===== config.mk =====
export PLATFORM = sky130hd
export DESIGN_NAME = utf8_to_utf16_stream
export DESIGN_NICKNAME = d
export VERILOG_FILES = /design/src/rtl/u2u_pkg.sv /design/src/rtl/u2u_decode.sv /design/src/rtl/u2u_out.sv /design/src/rtl/utf8_to_utf16_stream.sv
export SDC_FILE = /design/constraint.sdc
export NUM_CORES = 1
export LEC_CHECK = 0
export ABC_AREA = 0
export BUFFER_PORTS_ARGS = -buffer_cell sky130_fd_sc_hd__buf_2
export CAP_MARGIN = 20
export CORE_UTILIZATION = 55
export CTS_BUF_LIST = sky130_fd_sc_hd__clkbuf_4 sky130_fd_sc_hd__clkbuf_8
export DETAILED_ROUTE_END_ITERATION = 6
export GPL_ROUTABILITY_DRIVEN = 0
export GPL_TIMING_DRIVEN = 0
export PLACE_DENSITY_LB_ADDON = 0.2
export SKIP_CTS_REPAIR_TIMING = 1
export SLEW_MARGIN = 20
export SYNTH_ARGS = -nofsm -noshare
export SYNTH_HDL_FRONTEND = slang
export SYNTH_SLANG_ARGS = --single-unit

===== constraint.sdc =====
create_clock -name clk -period 2.6 [get_ports clk]
set_clock_uncertainty 0.05 [all_clocks]
set_input_delay 0.26 -clock clk [delete_from_list [all_inputs] [get_ports clk]]
set_output_delay 0.26 -clock clk [all_outputs]
set_load 0.02 [all_outputs]

===== src/rtl/u2u_pkg.sv =====
package u2u_pkg;

    // Lead byte masks and patterns.
    localparam logic [7:0] ASCII_MASK = 8'h80;
    localparam logic [7:0] LEAD2_MASK = 8'hE0;
    localparam logic [7:0] LEAD2_PAT  = 8'hC0;
    localparam logic [7:0] LEAD3_MASK = 8'hF0;
    localparam logic [7:0] LEAD3_PAT  = 8'hE0;
    localparam logic [7:0] LEAD4_MASK = 8'hF8;
    localparam logic [7:0] LEAD4_PAT  = 8'hF0;

    // Surrogate construction constants.
    localparam logic [20:0] SUPP_BASE      = 21'h10000;
    localparam logic [15:0] SURR_HIGH_BASE = 16'hD800;
    localparam logic [15:0] SURR_LOW_BASE  = 16'hDC00;

    // Classification of a byte seen where a lead is expected.
    typedef enum logic [2:0] {
        LEAD_ASCII,
        LEAD_TWO,
        LEAD_THREE,
        LEAD_FOUR,
        LEAD_STRAY
    } u2u_lead_t;

    // Units produced by one code point.
    typedef struct packed {
        logic        two;
        logic [15:0] first;
        logic [15:0] second;
    } u2u_units_t;

    // Results caused by one byte, handed from the decoder to the output register.
    typedef struct packed {
        logic [15:0] unit_first;
        logic [15:0] unit_second;
        logic        has_second;
        logic        unit_valid;
        logic        string_end;
    } u2u_result_t;

    function automatic u2u_lead_t u2u_lead_class(input logic [7:0] b);
        u2u_lead_t cls;
        if ((b & ASCII_MASK) == 8'h00) begin
            cls = LEAD_ASCII;
        end
        else if ((b & LEAD2_MASK) == LEAD2_PAT) begin
            cls = LEAD_TWO;
        end
        else if ((b & LEAD3_MASK) == LEAD3_PAT) begin
            cls = LEAD_THREE;
        end
        else if ((b & LEAD4_MASK) == LEAD4_PAT) begin
            cls = LEAD_FOUR;
        end
        else begin
            cls = LEAD_STRAY;
        end
        return cls;
    endfunction

    // Builds a code point from a lead and n followers, in order f0, f1, f2.
    function automatic logic [20:0] u2u_compose(input logic [7:0] lead, input logic [1:0] n,
                                                input logic [7:0] f0, input logic [7:0] f1,
                                                input logic [7:0] f2);
        logic [20:0] cp;
        unique case (n)
            2'd1:    cp = {10'd0, lead[4:0], f0[5:0]};
            2'd2:    cp = {5'd0, lead[3:0], f0[5:0], f1[5:0]};
            2'd3:    cp = {lead[2:0], f0[5:0], f1[5:0], f2[5:0]};
            default: cp = {14'd0, lead[6:0]};
        endcase
        return cp;
    endfunction

    // Turns a code point into one unit or a surrogate pair.
    function automatic u2u_units_t u2u_push(input logic [20:0] cp);
        u2u_units_t  u;
        logic [20:0] v;
        v = cp - SUPP_BASE;
        if (cp[20:16] == 5'd0) begin
            u.two    = 1'b0;
            u.first  = cp[15:0];
            u.second = 16'd0;
        end
        else begin
            u.two    = 1'b1;
            u.first  = SURR_HIGH_BASE + {5'd0, v[20:10]};
            u.second = SURR_LOW_BASE + {6'd0, v[9:0]};
        end
        return u;
    endfunction

endpackage


===== src/rtl/u2u_decode.sv =====
module u2u_decode
    import u2u_pkg::*;
(
    input  logic        clk,
    input  logic        rst_n,
    input  logic        take,
    input  logic [7:0]  data_byte,
    input  logic        final_byte,
    output logic        emit,
    output u2u_result_t result
);

    logic [7:0]  lead_reg;
    logic [7:0]  lead_next;
    logic [1:0]  need_reg;
    logic [1:0]  need_next;
    logic [1:0]  have_reg;
    logic [1:0]  have_next;
    logic [7:0]  store_reg [2];
    logic        store_we;
    u2u_lead_t   cls;
    u2u_lead_t   cls_first;
    logic [20:0] cp;
    logic [20:0] cp_pair;
    u2u_units_t  units;
    logic [1:0]  cnt;
    logic [15:0] unit_a;
    logic [15:0] unit_b;
    logic        complete;

    assign cls       = u2u_lead_class(data_byte);
    assign cls_first = u2u_lead_class(store_reg[0]);
    assign complete  = ({1'b0, have_reg} + 3'd1) >= {1'b0, need_reg};

    // Code point of the sequence that this byte completes.
    always_comb
    begin
        unique case (need_reg)
            2'd1:    cp = u2u_compose(lead_reg, 2'd1, data_byte, 8'd0, 8'd0);
            2'd2:    cp = u2u_compose(lead_reg, 2'd2, store_reg[0], data_byte, 8'd0);
            default: cp = u2u_compose(lead_reg, 2'd3, store_reg[0], store_reg[1], data_byte);
        endcase
    end

    // Two-byte character formed by the held follower and this byte.
    assign cp_pair = u2u_compose(store_reg[0], 2'd1, data_byte, 8'd0, 8'd0);

    assign units = u2u_push(cp);

    // Decode of the current byte and next state of the open sequence.
    always_comb
    begin
        lead_next = lead_reg;
        need_next = need_reg;
        have_next = have_reg;
        store_we  = 1'b0;
        cnt       = 2'd0;
        unit_a    = 16'd0;
        unit_b    = 16'd0;

        priority if (need_reg == 2'd0)
        begin
            unique case (cls)
                LEAD_ASCII:
                begin
                    cnt    = 2'd1;
                    unit_a = {8'd0, data_byte};
                end
                LEAD_TWO, LEAD_THREE, LEAD_FOUR:
                begin
                    if (!final_byte)
                    begin
                        lead_next = data_byte;
                        have_next = 2'd0;
                        unique case (cls)
                            LEAD_TWO:   need_next = 2'd1;
                            LEAD_THREE: need_next = 2'd2;
                            default:    need_next = 2'd3;
                        endcase
                    end
                end
                default:
                begin
                end
            endcase
        end
        else if (complete)
        begin
            cnt       = units.two ? 2'd2 : 2'd1;
            unit_a    = units.first;
            unit_b    = units.second;
            lead_next = 8'd0;
            need_next = 2'd0;
            have_next = 2'd0;
        end
        else if (final_byte)
        begin
            // Truncated sequence: the held followers and this byte act as fresh leads.
            if (have_reg == 2'd0)
            begin
                if (cls == LEAD_ASCII)
                begin
                    cnt    = 2'd1;
                    unit_a = {8'd0, data_byte};
                end
            end
            else
            begin
                unique case (cls_first)
                    LEAD_ASCII:
                    begin
                        unit_a = {8'd0, store_reg[0]};
                        if (cls == LEAD_ASCII)
                        begin
                            cnt    = 2'd2;
                            unit_b = {8'd0, data_byte};
                        end
                        else
                        begin
                            cnt = 2'd1;
                        end
                    end
                    LEAD_TWO:
                    begin
                        cnt    = 2'd1;
                        unit_a = cp_pair[15:0];
                    end
                    default:
                    begin
                        if (cls == LEAD_ASCII)
                        begin
                            cnt    = 2'd1;
                            unit_a = {8'd0, data_byte};
                        end
                    end
                endcase
            end
        end
        else
        begin
            store_we  = 1'b1;
            have_next = have_reg + 2'd1;
        end

        // The end of a string always returns to idle.
        if (final_byte)
        begin
            lead_next = 8'd0;
            need_next = 2'd0;
            have_next = 2'd0;
        end
    end

    // Result packet; a final byte without a unit gives a bare end marker.
    always_comb
    begin
        emit              = (cnt != 2'd0) || final_byte;
        result.unit_first  = unit_a;
        result.unit_second = unit_b;
        result.has_second  = (cnt == 2'd2);
        result.unit_valid  = (cnt != 2'd0);
        result.string_end  = final_byte;
    end

    // Sequence state.
    always_ff @(posedge clk or negedge rst_n)
    begin
        if (!rst_n)
        begin
            lead_reg <= 8'd0;
            need_reg <= 2'd0;
            have_reg <= 2'd0;
        end
        else if (take)
        begin
            lead_reg <= lead_next;
            need_reg <= need_next;
            have_reg <= have_next;
        end
    end

    // Follower bytes of the open sequence.
    always_ff @(posedge clk)
    begin
        if (take && store_we)
        begin
            store_reg[have_reg[0]] <= data_byte;
        end
    end

endmodule


===== src/rtl/u2u_out.sv =====
module u2u_out
    import u2u_pkg::*;
(
    input  logic        clk,
    input  logic        rst_n,
    input  logic        load,
    input  u2u_result_t result,
    input  logic        result_stall,
    output logic        free,
    output logic        result_valid,
    output logic [15:0] code_unit,
    output logic        unit_valid,
    output logic        run_last,
    output logic        string_end
);

    logic        valid_reg;
    logic        valid_next;
    logic        sel_reg;
    logic        sel_next;
    u2u_result_t pkt_reg;
    logic        last;

    // The second unit of a pair is shown once the first has been taken.
    assign last = !pkt_reg.has_second || sel_reg;
    assign free = !valid_reg || (!result_stall && last);

    assign result_valid = valid_reg;
    assign code_unit    = sel_reg ? pkt_reg.unit_second : pkt_reg.unit_first;
    assign unit_valid   = pkt_reg.unit_valid;
    assign run_last     = last;
    assign string_end   = last && pkt_reg.string_end;

    // Next state of the result register.
    always_comb
    begin
        valid_next = valid_reg;
        sel_next   = sel_reg;
        priority if (load)
        begin
            valid_next = 1'b1;
            sel_next   = 1'b0;
        end
        else if (valid_reg && !result_stall)
        begin
            if (last)
            begin
                valid_next = 1'b0;
            end
            else
            begin
                sel_next = 1'b1;
            end
        end
        else
        begin
            // Empty or stalled: the register holds.
        end
    end

    always_ff @(posedge clk or negedge rst_n)
    begin
        if (!rst_n)
        begin
            valid_reg <= 1'b0;
            sel_reg   <= 1'b0;
        end
        else
        begin
            valid_reg <= valid_next;
            sel_reg   <= sel_next;
        end
    end

    always_ff @(posedge clk)
    begin
        if (load)
        begin
            pkt_reg <= result;
        end
    end

endmodule


===== src/rtl/utf8_to_utf16_stream.sv =====
// Lenient UTF-8 to UTF-16 decoder, one byte per request.
// A byte is held in the input register, decoded combinationally and then registered in the result register.
// Throughput: one byte per cycle while results are not stalled; a byte that yields a surrogate pair or two
// units holds the input while the second unit is delivered.
// Reset (rst_n, asynchronous, active low) empties both registers and closes any open sequence.
module utf8_to_utf16_stream
    import u2u_pkg::*;
(
    input  logic        clk,
    input  logic        rst_n,
    input  logic        byte_valid,
    output logic        byte_stall,
    input  logic [7:0]  data_byte,
    input  logic        final_byte,
    output logic        result_valid,
    input  logic        result_stall,
    output logic [15:0] code_unit,
    output logic        unit_valid,
    output logic        run_last,
    output logic        string_end
);

    logic        in_valid_reg;
    logic [7:0]  byte_reg;
    logic        final_reg;
    logic        emit;
    logic        free;
    logic        adv;
    u2u_result_t result;

    // The held byte moves on when it has no result or the result register frees up.
    assign adv        = in_valid_reg && (!emit || free);
    assign byte_stall = in_valid_reg && !adv;

    // Input register.
    always_ff @(posedge clk or negedge rst_n)
    begin
        if (!rst_n)
        begin
            in_valid_reg <= 1'b0;
        end
        else if (byte_valid && !byte_stall)
        begin
            in_valid_reg <= 1'b1;
        end
        else if (adv)
        begin
            in_valid_reg <= 1'b0;
        end
    end

    always_ff @(posedge clk)
    begin
        if (byte_valid && !byte_stall)
        begin
            byte_reg  <= data_byte;
            final_reg <= final_byte;
        end
    end

    u2u_decode u_decode (
        .clk        (clk),
        .rst_n      (rst_n),
        .take       (adv),
        .data_byte  (byte_reg),
        .final_byte (final_reg),
        .emit       (emit),
        .result     (result)
    );

    u2u_out u_out (
        .clk          (clk),
        .rst_n        (rst_n),
        .load         (adv && emit),
        .result       (result),
        .result_stall (result_stall),
        .free         (free),
        .result_valid (result_valid),
        .code_unit    (code_unit),
        .unit_valid   (unit_valid),
        .run_last     (run_last),
        .string_end   (string_end)
    );

endmodule


### Yosys cells after proc, flatten, opt, wreduce, memory -nomap -nowiden

Memories as Yosys holds them, arrays and structs flattened.
Index checks and enable logic that the tools add are counted.

| word-level totals | value |
|---|---|
| flip-flop bits (word level) | 56 |
| bits in writable memories | 16 |
| input bits | 13 |
| output and inout bits | 21 |
| logic and storage cells | 125 |
| memories kept | 1 |

| operators by class | value |
|---|---|
| add/sub/neg operators | 5 |
| magnitude comparators | 1 |
| equal/unequal tests | 15 |
| muxes and demuxes | 55 |
| reductions and logical operators | 35 |

Memories:

| name | depth | width | rd ports | clocked after Yosys merged registers in | write ports | line | text |
|---|---|---|---|---|---|---|---|
| u_decode.store_reg | 2 | 8 | 2 | 0 | 1 | u2u_decode.sv:19 | `logic [7:0] store_reg [2];` |

Operator list:

| kind | count |
|---|---|
| 2-to-1 mux 16 bit | 9 |
| one-hot mux 21 bit (2 select lines) | 1 |
| 2-to-1 mux 33 bit | 1 |
| 2-to-1 mux 2 bit | 14 |
| 2-to-1 mux 3 bit | 8 |
| one-hot mux 11 bit (2 select lines) | 1 |
| subtractor 21 x 17 -> 21 bit (second input constant) | 1 |
| 2-to-1 mux 5 bit | 4 |
| adder 15 x 11 -> 16 bit (first input constant) | 1 |
| adder 15 x 12 -> 16 bit (first input constant) | 1 |
| zero test 8 bit | 2 |
| 2-to-1 mux 1 bit | 14 |
| == test 5 bit (second input constant) | 2 |
| == test 4 bit (second input constant) | 2 |
| logical AND 1 bit | 8 |
| 2-to-1 mux 8 bit | 1 |
| one-hot mux 2 bit (2 select lines) | 2 |
| nonzero test 2 bit | 4 |
| == test 3 x 1 -> 1 bit (second input constant) | 2 |
| == test 3 x 2 -> 1 bit (second input constant) | 2 |
| == test 3 bit (second input constant) | 2 |
| zero test 1 bit | 6 |
| zero test 3 bit | 2 |
| AND reduction 2 bit | 3 |
| 13 further kinds | 18 |

### Depth between registers and ports, before layout

| depth | value |
|---|---|
| word-level depth | 22 |
| gate-level depth with buffers | 11 |
| gate-level depth less buffers | 8 |

### Modules after synthesis

A second synthesis with hierarchy kept.

| second synthesis, totals | value |
|---|---|
| cell total of the unflattened synthesis | 294 |
| area, all modules | 3698.5 um2 |

By module, submodules not included:

| module | instances | cells each | area each (um2) | sequential area each (um2) |
|---|---|---|---|---|
| u2u_decode | 1 | 211 | 1956.9 | 645.6 |
| u2u_out | 1 | 65 | 1391.3 | 1101.1 |
| utf8_to_utf16_stream | 1 | 18 | 350.3 | 295.3 |

### Least setup slack after synthesis

Ideal clock, no wire load.

| timing path | value |
|---|---|
| path type | register to register |
| start point | register u_decode.have_reg[0] |
| end point | register u_out.pkt_reg[0] in the netlist's numbering (enable) |
| library setup time | 0.385 ns |
| data arrival time | 2.219 ns |
| data required time | 2.165 ns |
| slack | -0.054 ns |
| stages on the path, launching flop included | 8 |
| buffers on the path | 0 |
| period minus slack after synthesis | 2.654 ns |
| cell sequence | dfrtp_1 inv_1 fa_1 nor2_1 a21boi_2 a21boi_0 o211ai_1 inv_1 |

| between the ends | value |
|---|---|
| longest elaborated chain between the ends | 11 |
| elaborated cells on any way between the ends | 13 |
| classes of those cells | 1 x add/sub; 1 x order compare; 4 x mux; 7 x reduce/logical |

Ends and longest elaborated chain:

| item | line | text |
|---|---|---|
| from (decl) | u2u_decode.sv:17 | `logic [1:0] have_reg;` |
| from (signal assigned) | u2u_decode.sv:178 | `have_reg <= have_next;` |
| parallel branches: the longest is 3 deep, another holds adder 2 x 1 -> 3 bit | - |  |
| 2-to-1 mux 2 bit * | u2u_decode.sv:87 | `else if (complete)` |
| 2-to-1 mux 2 bit * | u2u_decode.sv:61 | `priority if (need_reg == 2'd0)` |
| nonzero test 2 bit * | u2u_decode.sv:157 | `emit = (cnt != 2'd0) \|\| final_byte;` |
| logical OR 1 bit * | u2u_decode.sv:157 |  |
| zero test 1 bit | utf8_to_utf16_stream.sv:32 | `assign adv = in_valid_reg && (!emit \|\| free);` |
| logical OR 1 bit | utf8_to_utf16_stream.sv:32 |  |
| logical AND 1 bit | utf8_to_utf16_stream.sv:32 |  |
| logical AND 1 bit * | utf8_to_utf16_stream.sv:74 | `.load (adv && emit),` |
| via u_out.load | u2u_out.sv:6 | `input logic load,` |
| to (signal assigned) | u2u_out.sv:79 | `pkt_reg <= result;` |
| to (decl) | u2u_out.sv:21 | `u2u_result_t pkt_reg;` |

Mark *: on every way through the listed nets, which the timed path passes.
A chain may end at the register's enable or synchronous reset.

==> impl_metrics.tcl <==
set metrics [dict create \
    drc 0 \
    synth_area_leaders "edfxtp_1 (45%), dfrtp_1 (8.5%), mux2_2 (3.2%), a22o_1 (3.0%), ha_1 (2.5%)" \
    cts_root_buf "clkbuf_8" \
    irDropWorstVdd_uv 753.9 \
    synth_top_area_share_pct 45.25 \
    synth_cell_types 67 \
    seqPwrFrac_pct 32.4 \
    min_period_over_period_pct 101.8 \
    synth_edf_count 53 \
    slew_violations 0 \
    place.detailed.hpwl_mm 5.298 \
    antenna_cells 0 \
    swShare_pct 42.35 \
    grt_pass1_vias 2305 \
    largest_reg_flops 29 \
    cts_tree "yes" \
    syn_inst 295 \
    synth_area_sq_um 3517 \
    p_comb_share_pct 55.4 \
    cp.arrival_ns 2.67 \
    fmax_mhz 377.7 \
    grt-ovfl-total 0 \
    clock_power_share_pct 12.2 \
    dpl_worst_slack_ns -0.4548 \
    final_cell_mix "edfxtp_1 (53), buf_2 (39), a21oi_1 (16), nor2_1 (16), inv_1 (14)" \
    grt_start_max_net_pins 31 \
    row_count 28 \
    critPathCaptureType "flip-flop" \
    hp-class "input pin to flip-flop" \
    io_pins 34 \
    die_y_um 81.97 \
    synth_top_area_cell "edfxtp_1" \
    leakage_nw 1.587 \
    syn_avg_cell_area_sq_um 11.92 \
    nets 368 \
    portBuffers 33 \
    relSlewSlack_pct 65.18 \
    fin_crit_ns 2.647 \
    final_area_sq_um 4036 \
    cp-start-kind "flip-flop" \
    grt_usage_pct 23.50 \
    drt_iter0_markers 289 \
    clkLatencyLatePin_ns 0.33 \
    final_antenna_net_count 0 \
    syn_to_final_growth_pct 14.76 \
    yosysSeqAreaShare_pct 53.79 \
    grt_antenna_before_repair 0 \
    core_sq_um 6061 \
    p_int_mw 3.243 \
    numClockSinks 65 \
    dieArea_sq_um 6718 \
    clk_pin_slew_ns 0.07 \
    place_area_sq_um 3782 \
    status "complete, but fails checks" \
    worst-setup-path-type "flip-flop to flip-flop" \
    tightestPinTransition_ns 0.5222 \
    critPathMaxFanout 10 \
    required_ns 2.63 \
    wl_per_cell_um 17.51 \
    finalWorstSetupSlack_ns -0.04732 \
    vias 2508 \
    final_layout_size_suffix_gt1_share_pct 29.71 \
    cts_buffer_depth 2 \
    dieWidth_um 81.97 \
    async_flop_share_pct 18.46 \
    power_switching_mw 2.383 \
    routed_via_density 5.901 \
    first_pass_iters 7 \
    cts_buffers 9 \
    grt_first_pass_wirelength_mm 11.36 \
    violations "setup timing" \
    syn-num-nets 316 \
    routed_wl_mm 7.440 \
    yosys_register_bits 65 \
    hold_viol 0 \
    synth_warnings 0 \
    final_common_cell "edfxtp_1" \
    power.density_nw_per_um2 1394 \
    grt_setup_unrepaired "true" \
    synth-main-ff-cell "edfxtp_1" \
    drv_cap 0 \
    finalSetupViolations 6 \
    initial_core_util_pct 58.03 \
    htreeDepth 3 \
]
[per-stage QoR]
stage               utilization, %  hold slack (ns)  cells  TNS, ns  power [mW]
floorplan                        -         -0.08559    295        0       4.022
global placement             62.41           0.1163    403   -14.09       4.691
detailed placement           62.41           0.1210    403   -16.89       4.747
CTS                          64.95          -0.2357    417   -18.17       5.440
global route                 66.60          0.04119    425   -2.214       5.987
finish                       66.60          0.05096    425  -0.1026       5.626
[power groups by stage]
stage	Sequential [mW]	Clock, mW	Combinational [mW]
finish	1.82	0.686	3.12
global route	1.87	0.734	3.39
CTS	1.83	0.698	2.91
detailed placement	1.85	0	2.90
global placement	1.83	0	2.86
floorplan	1.79	0	2.23
[critical path: stages (launching register included)]
cell and delay [ns]:
dfrtp_1 0.42, inv_1 0.13, ha_4 0.24, buf_4 0.18
buf_6 0.15, nand2b_1 0.14, ha_2 0.22, o21a_4 0.15
buf_6 0.14, a22oi_1 0.18, nor2_1 0.06, o31a_1 0.31
[worst paths after layout]
| path | to | slack, ns | cells past startpoint | start |
|---|---|---|---|---|
| max in group asynchronous | u_decode.lead_reg[3] | 1.97 | 2 | rst_n |
| min | byte_reg[5] | 0.05 | 1 | data_byte[5] |
| max | u_out.pkt_reg[23] | -0.05 | 11 | u_decode.need_reg[1] |
| min reg2reg | u_decode.store_reg[0][7] | 0.39 | 0 | byte_reg[7] |
| max reg2reg | u_out.pkt_reg[23] | -0.05 | 11 | u_decode.need_reg[1] |
| min in group asynchronous | in_valid_reg | 0.30 | 2 | rst_n |
[metal layers]
layer	vias to the layer above	part of all wire (%)	track usage (%)
met5	-	0	0
met4	0	2.4	12.63
met3	19	5.8	4.333
met2	93	47	36.20
met1	1180	45	31.42
li1	1216	-	-
[cell type report]
cell class	instances	area [sq um]
repair inverters	1	7.507
clock inverters	2	7.507
well taps	75	93.84
multi-input cells	196	1493
inverters	18	71.32
flip-flops and latches	65	1892
clock buffers	12	146.4
fillers	484	2024
repair buffers	40	220.2
plain buffers	16	105.1
[Yosys cell counts, types with 3 or more instances]
| library cell | number |
|---|---|
| edfxtp_1 | 53 |
| inv_1 | 17 |
| nor2_1 | 17 |
| a21oi_1 | 16 |
| a22o_1 | 12 |
| dfrtp_1 | 12 |
| nand2_1 | 11 |
| mux2_2 | 10 |
| nor2b_1 | 10 |
| and2_1 | 9 |
| o21ai_0 | 9 |
| a31oi_1 | 8 |
| buf_2 | 7 |
| ha_1 | 7 |
| nand3_1 | 7 |
| a22oi_1 | 6 |
| o21ai_1 | 5 |
| mux2i_1 | 4 |
| a21oi_2 | 3 |
| a221oi_1 | 3 |
| buf_4 | 3 |
| buf_6 | 3 |
| clkbuf_1 | 3 |
| nand2b_1 | 3 |
| o32a_1 | 3 |
| or3_1 | 3 |
[cells by family (layout without fill, tap and decap cells)]
kind of cell	Yosys count	in the layout	synth area share, %
AND/OR/NAND/NOR	79	79	13.13
buffers and inverters	34	89	4.838
flip-flops	65	65	53.79
XOR/XNOR	2	2	0.4981
AO/OA/AOI/OAI	93	93	20.35
adder cells (fa/ha/maj)	8	8	3.059
multiplexers	14	14	4.340
Note: power is estimated with default switching activity, not from simulation.
